<file path="src/hw/rtl/bmp_24bpp_pixel_decoder_defines.svh">
// assertion macros shared by the bmp pixel decoder rtl
// expects signals named clk and rst in the including scope
`ifndef BMP_24BPP_PIXEL_DECODER_DEFINES_SVH
`define BMP_24BPP_PIXEL_DECODER_DEFINES_SVH

// expression must never be true outside reset
`define BMPD_ASSERT_NEVER(label, expr, msg) \
  label: assert property (@(posedge clk) disable iff (rst) !(expr)) else $error(msg);

// antecedent implies consequent in the same cycle
`define BMPD_ASSERT_IMPLIES(label, ante, cons, msg) \
  label: assert property (@(posedge clk) disable iff (rst) (ante) |-> (cons)) else $error(msg);

`endif

</file>
<file path="src/hw/rtl/bmpd_pkg.sv">
// shared types and constants for the bmp 24 bpp pixel decoder
// no dependencies
`timescale 1ns / 1ps

package bmpd_pkg;

  // parse phases of the front end
  typedef enum logic [1:0] {
    PH_HEADER,
    PH_SKIP,
    PH_PIXELS,
    PH_DONE
  } bmpd_phase_t;

  // work codes passed from front end to back end
  typedef enum logic [1:0] {
    OP_BLUE,
    OP_GREEN,
    OP_PIXEL,
    OP_ERROR
  } bmpd_op_t;

  // result kinds
  localparam logic KIND_PIXEL = 1'b0;
  localparam logic KIND_ERROR = 1'b1;

  // header byte positions
  localparam logic [4:0] POS_OFFSET = 5'd10;
  localparam logic [4:0] POS_WIDTH  = 5'd18;
  localparam logic [4:0] POS_HEIGHT = 5'd22;
  localparam logic [4:0] POS_BPP    = 5'd28;
  localparam logic [4:0] POS_CHECK  = 5'd29;
  localparam logic [31:0] HDR_END   = 32'd30;

  localparam logic [15:0] BPP_24 = 16'd24;

  // one queued work word
  typedef struct packed {
    bmpd_op_t    op;
    logic [7:0]  data;
    logic [11:0] column;
    logic [11:0] row;
    logic        last;
  } bmpd_entry_t;

  // queue fill status
  typedef struct packed {
    logic full;
    logic empty;
  } bmpd_qstat_t;

endpackage

</file>
<file path="src/hw/rtl/bmp_24bpp_pixel_decoder.sv">
// channel  | handshake            | payload
// input    | in_valid / in_ready  | data_byte, start_of_file
// output   | out_valid / out_ready| result_kind, red, green, blue, column, row, last
//
// one file byte is taken per clock while the queue has room; a result passes
// through the queue and then the output register when no earlier result waits
// on an output stall blue and green words still drain, so bytes keep flowing
// until a result word waits at the head of a full queue
// reset clears the parse: the first byte after reset counts as byte 0
// depends on bmpd_pkg, bmpd_queue, bmpd_front, bmpd_back and the defines header
`timescale 1ns / 1ps
`include "bmp_24bpp_pixel_decoder_defines.svh"

module bmp_24bpp_pixel_decoder
  import bmpd_pkg::*;
#(
  parameter int MAX_WIDTH   = 4096,
  parameter int MAX_HEIGHT  = 4096,
  parameter int QUEUE_DEPTH = 2
) (
  input  logic        clk,
  input  logic        rst,
  input  logic        in_valid,
  output logic        in_ready,
  input  logic [7:0]  data_byte,
  input  logic        start_of_file,
  output logic        out_valid,
  input  logic        out_ready,
  output logic        result_kind,
  output logic [7:0]  red,
  output logic [7:0]  green,
  output logic [7:0]  blue,
  output logic [11:0] column,
  output logic [11:0] row,
  output logic        last
);

  bmpd_qstat_t q_stat;
  bmpd_entry_t q_in;
  bmpd_entry_t q_head;
  logic        q_push;
  logic        q_pop;

  // byte parser
  bmpd_front #(
    .MAX_WIDTH  (MAX_WIDTH),
    .MAX_HEIGHT (MAX_HEIGHT)
  ) u_front (
    .clk           (clk),
    .rst           (rst),
    .in_valid      (in_valid),
    .in_ready      (in_ready),
    .data_byte     (data_byte),
    .start_of_file (start_of_file),
    .qstat         (q_stat),
    .push          (q_push),
    .entry         (q_in)
  );

  // work queue
  bmpd_queue #(
    .DEPTH (QUEUE_DEPTH)
  ) u_queue (
    .clk        (clk),
    .rst        (rst),
    .push       (q_push),
    .push_entry (q_in),
    .pop        (q_pop),
    .pop_entry  (q_head),
    .status     (q_stat)
  );

  // result builder
  bmpd_back u_back (
    .clk         (clk),
    .rst         (rst),
    .head        (q_head),
    .qstat       (q_stat),
    .pop         (q_pop),
    .out_valid   (out_valid),
    .out_ready   (out_ready),
    .result_kind (result_kind),
    .red         (red),
    .green       (green),
    .blue        (blue),
    .column      (column),
    .row         (row),
    .last        (last)
  );

  // checks
  `BMPD_ASSERT_NEVER(a_no_overflow, q_push && q_stat.full, "push into full queue")
  `BMPD_ASSERT_NEVER(a_no_underflow, q_pop && q_stat.empty, "pop from empty queue")
  `BMPD_ASSERT_IMPLIES(a_error_shape, out_valid && (result_kind == KIND_ERROR),
    last && (column == '0) && (row == '0) && (red == '0), "malformed error result")

endmodule

</file>
<file path="src/hw/rtl/bmpd_queue.sv">
// short in-order queue of work words between front and back end
// depends on bmpd_pkg
`timescale 1ns / 1ps

module bmpd_queue
  import bmpd_pkg::*;
#(
  parameter int DEPTH = 2
) (
  input  logic        clk,
  input  logic        rst,
  input  logic        push,
  input  bmpd_entry_t push_entry,
  input  logic        pop,
  output bmpd_entry_t pop_entry,
  output bmpd_qstat_t status
);

  localparam int PW = (DEPTH > 1) ? $clog2(DEPTH) : 1;
  localparam int CW = $clog2(DEPTH + 1);

  bmpd_entry_t    entries [DEPTH];
  logic [PW-1:0]  wr_ptr;
  logic [PW-1:0]  rd_ptr;
  logic [CW-1:0]  count;

  // pointer advance with wrap
  function automatic logic [PW-1:0] ptr_inc(input logic [PW-1:0] p);
    logic [PW-1:0] r;
    if (p == PW'(DEPTH - 1)) r = '0;
    else r = p + PW'(1);
    return r;
  endfunction

  assign pop_entry    = entries[rd_ptr];
  assign status.full  = (count == CW'(DEPTH));
  assign status.empty = (count == '0);

  // storage
  always_ff @(posedge clk) begin
    if (push) begin
      entries[wr_ptr] <= push_entry;
    end
  end

  // pointers and fill count
  always_ff @(posedge clk) begin
    if (rst) begin
      wr_ptr <= '0;
      rd_ptr <= '0;
      count  <= '0;
    end else begin
      if (push) wr_ptr <= ptr_inc(wr_ptr);
      if (pop) rd_ptr <= ptr_inc(rd_ptr);
      if (push && !pop) count <= count + CW'(1);
      else if (pop && !push) count <= count - CW'(1);
    end
  end

endmodule

</file>
<file path="src/hw/rtl/bmpd_front.sv">
// front end: takes file bytes, parses the header, skips to pixel data,
// tracks pixel position and padding, queues work words. depends on bmpd_pkg
`timescale 1ns / 1ps

module bmpd_front
  import bmpd_pkg::*;
#(
  parameter int MAX_WIDTH  = 4096,
  parameter int MAX_HEIGHT = 4096
) (
  input  logic        clk,
  input  logic        rst,
  input  logic        in_valid,
  output logic        in_ready,
  input  logic [7:0]  data_byte,
  input  logic        start_of_file,
  input  bmpd_qstat_t qstat,
  output logic        push,
  output bmpd_entry_t entry
);

  localparam int CW = (MAX_WIDTH > 1) ? $clog2(MAX_WIDTH) : 1;
  localparam int RW = (MAX_HEIGHT > 1) ? $clog2(MAX_HEIGHT) : 1;
  localparam logic [1:0] BIP_RED = 2'd2;

  bmpd_phase_t    phase, phase_next, phase_cur;
  logic [31:0]    pos, pos_next, pos_cur;
  logic [1:0]     bip, bip_next;
  logic [1:0]     pad_left, pad_next;
  logic [CW-1:0]  col, col_next;
  logic [RW-1:0]  top, top_next;
  logic [CW-1:0]  width_m1;

  // header fields
  logic [31:0]    offset;
  logic [31:0]    width;
  logic [31:0]    height;
  logic [7:0]     bpp_lo;

  logic           accept;
  logic           at_check;
  logic           bad;
  logic           row_end;
  logic           img_end;
  logic           pixel_emit;
  logic [4:0]     hdr_idx;
  logic [1:0]     lane;
  logic [31:0]    width_m1_w;
  logic [31:0]    height_m1_w;
  logic [31:0]    col_w;
  logic [31:0]    top_w;

  assign in_ready = !qstat.full;
  assign accept   = in_valid && in_ready;

  // a start mark restarts the parse on this byte
  assign phase_cur = start_of_file ? PH_HEADER : phase;
  assign pos_cur   = start_of_file ? '0 : pos;
  assign hdr_idx   = pos_cur[4:0];
  assign lane      = hdr_idx[1:0] - POS_OFFSET[1:0];
  assign at_check  = (pos_cur == 32'(POS_CHECK));

  // header check, bpp high byte arrives on this very byte
  assign bad = ({data_byte, bpp_lo} != BPP_24)
            || (height == '0) || height[31]
            || (width == '0) || width[31]
            || (width > 32'(MAX_WIDTH))
            || (height > 32'(MAX_HEIGHT));

  assign width_m1_w  = width - 32'd1;
  assign height_m1_w = height - 32'd1;

  assign row_end    = (col == width_m1);
  assign img_end    = row_end && (top == '0);
  assign pixel_emit = (pad_left == '0) && (bip == BIP_RED);

  assign col_w = 32'(col);
  assign top_w = 32'(top);

  // saturating byte position
  always_comb begin
    pos_next = pos;
    if (accept) begin
      pos_next = (pos_cur == '1) ? pos_cur : pos_cur + 32'd1;
    end
  end

  // next phase
  always_comb begin
    phase_next = phase;
    if (accept) begin
      unique case (phase_cur)
        PH_HEADER: begin
          if (!at_check) phase_next = PH_HEADER;
          else if (bad) phase_next = PH_DONE;
          else if (offset <= HDR_END) phase_next = PH_PIXELS;
          else phase_next = PH_SKIP;
        end
        PH_SKIP: begin
          phase_next = (pos_next >= offset) ? PH_PIXELS : PH_SKIP;
        end
        PH_PIXELS: begin
          phase_next = (pixel_emit && img_end) ? PH_DONE : PH_PIXELS;
        end
        PH_DONE: begin
          phase_next = PH_DONE;
        end
        default: begin
          phase_next = PH_DONE;
        end
      endcase
    end
  end

  // pixel counters and queued work words
  always_comb begin
    bip_next     = bip;
    pad_next     = pad_left;
    col_next     = col;
    top_next     = top;
    push         = 1'b0;
    entry.op     = OP_BLUE;
    entry.data   = data_byte;
    entry.column = '0;
    entry.row    = '0;
    entry.last   = 1'b0;
    if (accept) begin
      unique case (phase_cur)
        PH_HEADER: begin
          if (at_check) begin
            bip_next = '0;
            pad_next = '0;
            col_next = '0;
            top_next = height_m1_w[RW-1:0];
            if (bad) begin
              push       = 1'b1;
              entry.op   = OP_ERROR;
              entry.data = '0;
              entry.last = 1'b1;
            end
          end
        end
        PH_PIXELS: begin
          if (pad_left != '0) begin
            pad_next = pad_left - 2'd1;
          end else if (bip == 2'd0) begin
            push     = 1'b1;
            entry.op = OP_BLUE;
            bip_next = 2'd1;
          end else if (bip == 2'd1) begin
            push     = 1'b1;
            entry.op = OP_GREEN;
            bip_next = BIP_RED;
          end else begin
            push         = 1'b1;
            entry.op     = OP_PIXEL;
            entry.column = col_w[11:0];
            entry.row    = top_w[11:0];
            entry.last   = img_end;
            bip_next     = 2'd0;
            if (!img_end) begin
              if (row_end) begin
                col_next = '0;
                top_next = top - RW'(1);
                // row padding (4 - 3*width mod 4) mod 4 equals width mod 4
                pad_next = width[1:0];
              end else begin
                col_next = col + CW'(1);
              end
            end
          end
        end
        default: begin
        end
      endcase
    end
  end

  // control registers
  always_ff @(posedge clk) begin
    if (rst) begin
      phase    <= PH_HEADER;
      pos      <= '0;
      bip      <= '0;
      pad_left <= '0;
    end else begin
      phase    <= phase_next;
      pos      <= pos_next;
      bip      <= bip_next;
      pad_left <= pad_next;
    end
  end

  // header capture and geometry
  always_ff @(posedge clk) begin
    col <= col_next;
    top <= top_next;
    if (accept && phase_cur == PH_HEADER) begin
      case (hdr_idx) inside
        [POS_OFFSET : POS_OFFSET + 5'd3]: offset[{lane, 3'b000} +: 8] <= data_byte;
        [POS_WIDTH : POS_WIDTH + 5'd3]:   width[{lane, 3'b000} +: 8]  <= data_byte;
        [POS_HEIGHT : POS_HEIGHT + 5'd3]: height[{lane, 3'b000} +: 8] <= data_byte;
        POS_BPP:                          bpp_lo <= data_byte;
        default: begin
        end
      endcase
      if (at_check) begin
        width_m1 <= width_m1_w[CW-1:0];
      end
    end
  end

endmodule

</file>
<file path="src/hw/rtl/bmpd_back.sv">
// back end: gathers blue and green, forms pixel and error results
// in an output register. depends on bmpd_pkg
`timescale 1ns / 1ps

module bmpd_back
  import bmpd_pkg::*;
(
  input  logic        clk,
  input  logic        rst,
  input  bmpd_entry_t head,
  input  bmpd_qstat_t qstat,
  output logic        pop,
  output logic        out_valid,
  input  logic        out_ready,
  output logic        result_kind,
  output logic [7:0]  red,
  output logic [7:0]  green,
  output logic [7:0]  blue,
  output logic [11:0] column,
  output logic [11:0] row,
  output logic        last
);

  logic [7:0] held_blue;
  logic [7:0] held_green;
  logic       out_free;
  logic       is_result;

  assign out_free  = !out_valid || out_ready;
  assign is_result = (head.op == OP_PIXEL) || (head.op == OP_ERROR);
  // component words never wait on the output register
  assign pop = !qstat.empty && (!is_result || out_free);

  // output valid
  always_ff @(posedge clk) begin
    if (rst) begin
      out_valid <= 1'b0;
    end else if (pop && is_result) begin
      out_valid <= 1'b1;
    end else if (out_ready) begin
      out_valid <= 1'b0;
    end
  end

  // held components and result payload
  always_ff @(posedge clk) begin
    if (pop) begin
      unique case (head.op)
        OP_BLUE: begin
          held_blue <= head.data;
        end
        OP_GREEN: begin
          held_green <= head.data;
        end
        OP_PIXEL: begin
          result_kind <= KIND_PIXEL;
          red         <= head.data;
          green       <= held_green;
          blue        <= held_blue;
          column      <= head.column;
          row         <= head.row;
          last        <= head.last;
        end
        OP_ERROR: begin
          result_kind <= KIND_ERROR;
          red         <= '0;
          green       <= '0;
          blue        <= '0;
          column      <= '0;
          row         <= '0;
          last        <= 1'b1;
        end
        default: begin
        end
      endcase
    end
  end

endmodule
</file>
<file path="config.mk">
export PLATFORM = sky130hd
export DESIGN_NAME = bmp_24bpp_pixel_decoder
export DESIGN_NICKNAME = d
export VERILOG_FILES = /design/src/hw/rtl/bmpd_pkg.sv /design/src/hw/rtl/bmp_24bpp_pixel_decoder.sv /design/src/hw/rtl/bmpd_queue.sv /design/src/hw/rtl/bmpd_front.sv /design/src/hw/rtl/bmpd_back.sv
export VERILOG_INCLUDE_DIRS = /design/src /design/src/hw/rtl
export SDC_FILE = /design/constraint.sdc
export NUM_CORES = 1
export LEC_CHECK = 0
export ABC_AREA = 1
export BUFFER_PORTS_ARGS = -buffer_cell sky130_fd_sc_hd__buf_2
export CAP_MARGIN = 20
export CORE_AREA = 2 2 213 215
export DETAILED_ROUTE_END_ITERATION = 8
export DIE_AREA = 0 0 215 217
export SKIP_LAST_GASP = 1
export SLEW_MARGIN = 20
export SYNTH_ARGS = -nofsm -noshare
export SYNTH_HDL_FRONTEND = slang
export SYNTH_SLANG_ARGS = --single-unit
</file>
<file path="constraint.sdc">
create_clock -name clk -period 12.6 [get_ports clk]
set_input_delay 2.52 -clock clk [delete_from_list [all_inputs] [get_ports clk]]
set_output_delay 2.52 -clock clk [all_outputs]
set_load 0.05 [all_outputs]
</file>
==> results.json <==
{
  "cpMostUsedCell": "nand2_1",
  "clkLatencyLatePin_ns": 0.55,
  "clock_skew_ns": 0.0260,
  "met1_length_um": 16400,
  "track_usage_pct": 15.3,
  "rows": 78,
  "min_path_type": "register to register",
  "r2r_start": "u_front.pos[0]$_SDFF_PP0_",
  "num-nets-final": 1708,
  "fmax_mhz": 164,
  "gp_congestion": 0.907,
  "period_needed_ns": 6.11,
  "synth_cells": 1587,
  "ys_seq_elements": 320,
  "pre_cts_ws_ns": 6.00,
  "holdCritStartpoint": "u_queue.rd_ptr$_SDFFE_PP0P_",
  "path_cells": "buf_2 -> nor2_2 -> ha_1 -> nand4_2 -> nor3_4 -> nand3_2 -> nand3_1 -> nand2_1 -> inv_1 -> ha_1 -> a21oi_1 -> nor2_1 -> nor3b_1 -> nand2_1 -> nor2_1 -> nand3_1 -> nand2_1 -> nand2_1 -> a21oi_1",
  "root_buffer": "clkbuf_16",
  "htree_levels": 2,
  "die_w_um": 215,
  "ys_types": 47,
  "critPathMaxFanout": 30,
  "peakVddDrop_uv": 114,
  "finalSetupViolCount": 0,
  "synth-main-ff-cell": "edfxtp_1",
  "dieArea_sq_um": 46700,
  "via_per_inst": 4.73,
  "fin_ws_ns": 6.49,
  "syn_avg_cell_area_sq_um": 9.70,
  "cts_buffers": 37,
  "dpl.cell_count": 2215,
  "globalRouteOverflowTotal": 0,
  "slowest_delay_ns": 0.67,
  "grt_max_degree": 58,
  "drive_gt1_share_pct": 11.4,
  "vias": 10800,
  "synth_area_sq_um": 15400,
  "grt_pass1_wl_um": 56000,
  "power.leakage_nw": 6.94,
  "worst_pin_slew_ns": 0.952,
  "dr_wl_met3_um": 2220,
  "critPathLaunchType": "primary input",
  "cts_tree": "built",
  "io_pins": 65,
  "synth_edf_count": 276,
  "cp-end-kind": "register",
  "arrival_ns": 6.58,
  "cp.required_ns": 13.07,
  "port-buffer-count": 64,
  "clock_sinks": 320,
  "cts_resized": 0,
  "synth_nets": 1640,
  "antenna_left": 0,
  "startpoint": "start_of_file",
  "hold_viol": 0,
  "die_h_um": 217,
  "status": "finished, final reports clean",
  "crit_slowest_cell": "nor2_2",
  "final_cell_count_no_fill": 2284,
  "synth-async-reset-ratio_pct": 0,
  "slew-limit-headroom_pct": 36.4,
  "dr_wl_met2_um": 16500,
  "cts_setup_buffers": 0,
  "fin_crit_sh_pct": 48.5,
  "setup_tns_ns": 0,
  "routed_wl_um": 35800,
  "top_layer_used": "met4",
  "dp_hpwl_um": 26300,
  "maxCapViolCount": 0,
  "num_antenna_cells": 0,
  "drt_pass1_iterations": 5,
  "ys_warn_count": 0,
  "synth_seq_area_share_pct": 59.6,
  "start_util_pct": 34.4,
  "cts.hold.buffers_added": 0,
  "clk_pin_slew_ns": 0.06,
  "slew_violations": 0,
  "p_per_area_nw_per_um2": 182,
  "drc": 0,
  "wire_per_inst_um": 15.7,
  "path_class": "primary input to register",
  "syn_to_final_growth_pct": 14.1,
  "coreArea_sq_um": 44700,
  "cts.path.max_buffers": 3,
  "rsz0062_at_grt": "no",
  "drtIter0Drc": 819,
  "grt_pass1_vias": 10400,
  "grt_antenna_before_repair": 0
}
## critical path: cells and delay by family
family	cells	cell delay, ns
AND/OR/NAND/NOR	13	2.81
adder cells (fa/ha/maj)	2	0.61
buffers and inverters	2	0.33
AO/OA/AOI/OAI	2	0.27
## synth_stat cells, types with 2 or more instances
cell type,number,area (sq um)
edfxtp_1,276,8290
nand2_1,270,1010
nor2_1,263,987
inv_1,222,833
nand3_1,77,385
a21oi_1,62,310
nor3_1,55,275
dfxtp_1,44,881
o21ai_0,41,205
ha_1,40,500
xor2_1,37,324
clkbuf_1,28,105
o21ai_1,28,140
nand4_1,26,163
xnor2_1,13,114
nor3_2,12,120
or2_2,10,62.6
nand2_2,9,56.3
nor2_2,6,37.5
nor2_4,6,67.6
buf_2,5,25.0
buf_6,5,56.3
nand2_4,5,56.3
nand3b_1,5,37.5
nor4_1,5,31.3
nor3b_1,4,30.0
o21bai_1,4,30.0
buf_1,3,11.3
inv_2,3,11.3
nand3_2,3,30.0
o21a_1,3,22.5
nor4_2,2,25.0
## state kept, by name, summed over array words and instances, names as in the netlist, 12 cells and up, named ones only
name	flops
u_queue.entries	70
u_front.height	32
u_front.offset	32
u_front.pos	32
u_front.width	32
u_back.column	12
u_back.row	12
u_front.col	12
u_front.top	12
u_front.width_m1	12
## placed cells by master (no fill, tap or decap), types with 4 or more instances in the layout
master / n
a21oi_1: 62
buf_2: 64
buf_4: 7
bufinv_16: 4
clkbuf_1: 10
clkbuf_16: 38
clkinv_1: 6
clkinv_2: 5
dfxtp_1: 44
edfxtp_1: 276
ha_1: 40
inv_1: 221
nand2_1: 270
nand2_2: 9
nand2_4: 5
nand3_1: 77
nand3b_1: 5
nand4_1: 26
nor2_1: 258
nor2_2: 9
nor2_4: 8
nor3_1: 55
nor3_2: 12
nor3b_1: 4
nor4_1: 5
o21ai_0: 41
o21ai_1: 28
o21bai_1: 4
or2_2: 10
xnor2_1: 13
xor2_1: 37
## through the flow
step                      hold WS, ns  total power, mW  cell area (sq um)  util, %
after global placement          0.442             2.13              16300     36.5
after detailed placement        0.443             2.14              16300     36.5
after CTS                       0.456             3.22              17500     39.2
after global routing            0.476             3.35              17600     39.3
after floorplan                 0.426             1.95              15400        -
final                           0.455             3.20              17600     39.3
## worst paths after layout
path                            cells after the start                       endpoint  slack (ns)
worst max-delay path                               19  u_front.phase[0]$_SDFFE_PP0P_        6.49
worst min-delay path                                1                       register        0.45
worst max register to register                     19  u_front.phase[0]$_SDFFE_PP0P_        8.44
worst min register to register                      1                       register        0.45
## layout make-up
type	count	area [sq um]
Tap cell	600	751
Clock buffer	48	988
Inverter	227	857
Multi-Input combinational cell	997	5160
Clock inverter	20	248
Timing Repair Buffer	72	400
Fill cell	4438	27100
Sequential cell	320	9170
## metal layers
metal / up-vias / global-route usage, %
li1: 5405 / -
met1: 5064 / 20.6
met2: 278 / 25.3
met3: 52 / 2.88
met4: 0 / 4.60
met5: - / 0
## cells by family (layout without fill, tap and decap cells)
| logic type | Yosys count | count (layout) | share of synthesized area, % |
|---|---|---|---|
| and+or+nand+nor | 763 | 763 | 22.4 |
| DFF | 320 | 320 | 59.6 |
| buffers and inverters | 270 | 367 | 7.08 |
| AOI/OAI and AO/OA | 144 | 144 | 4.89 |
| xor gates and xnor gates | 50 | 50 | 2.84 |
| adders and majority gates | 40 | 40 | 3.25 |
## power breakdown
| group | internal [mW] | leakage (nW) | switching (mW) |
|---|---|---|---|
| registers | 1.30 | 2.89 | 0.0503 |
| clock network | 0.644 | 0.594 | 0.434 |
| logic | 0.189 | 3.45 | 0.579 |
Note: power is estimated with default switching activity, not from simulation.
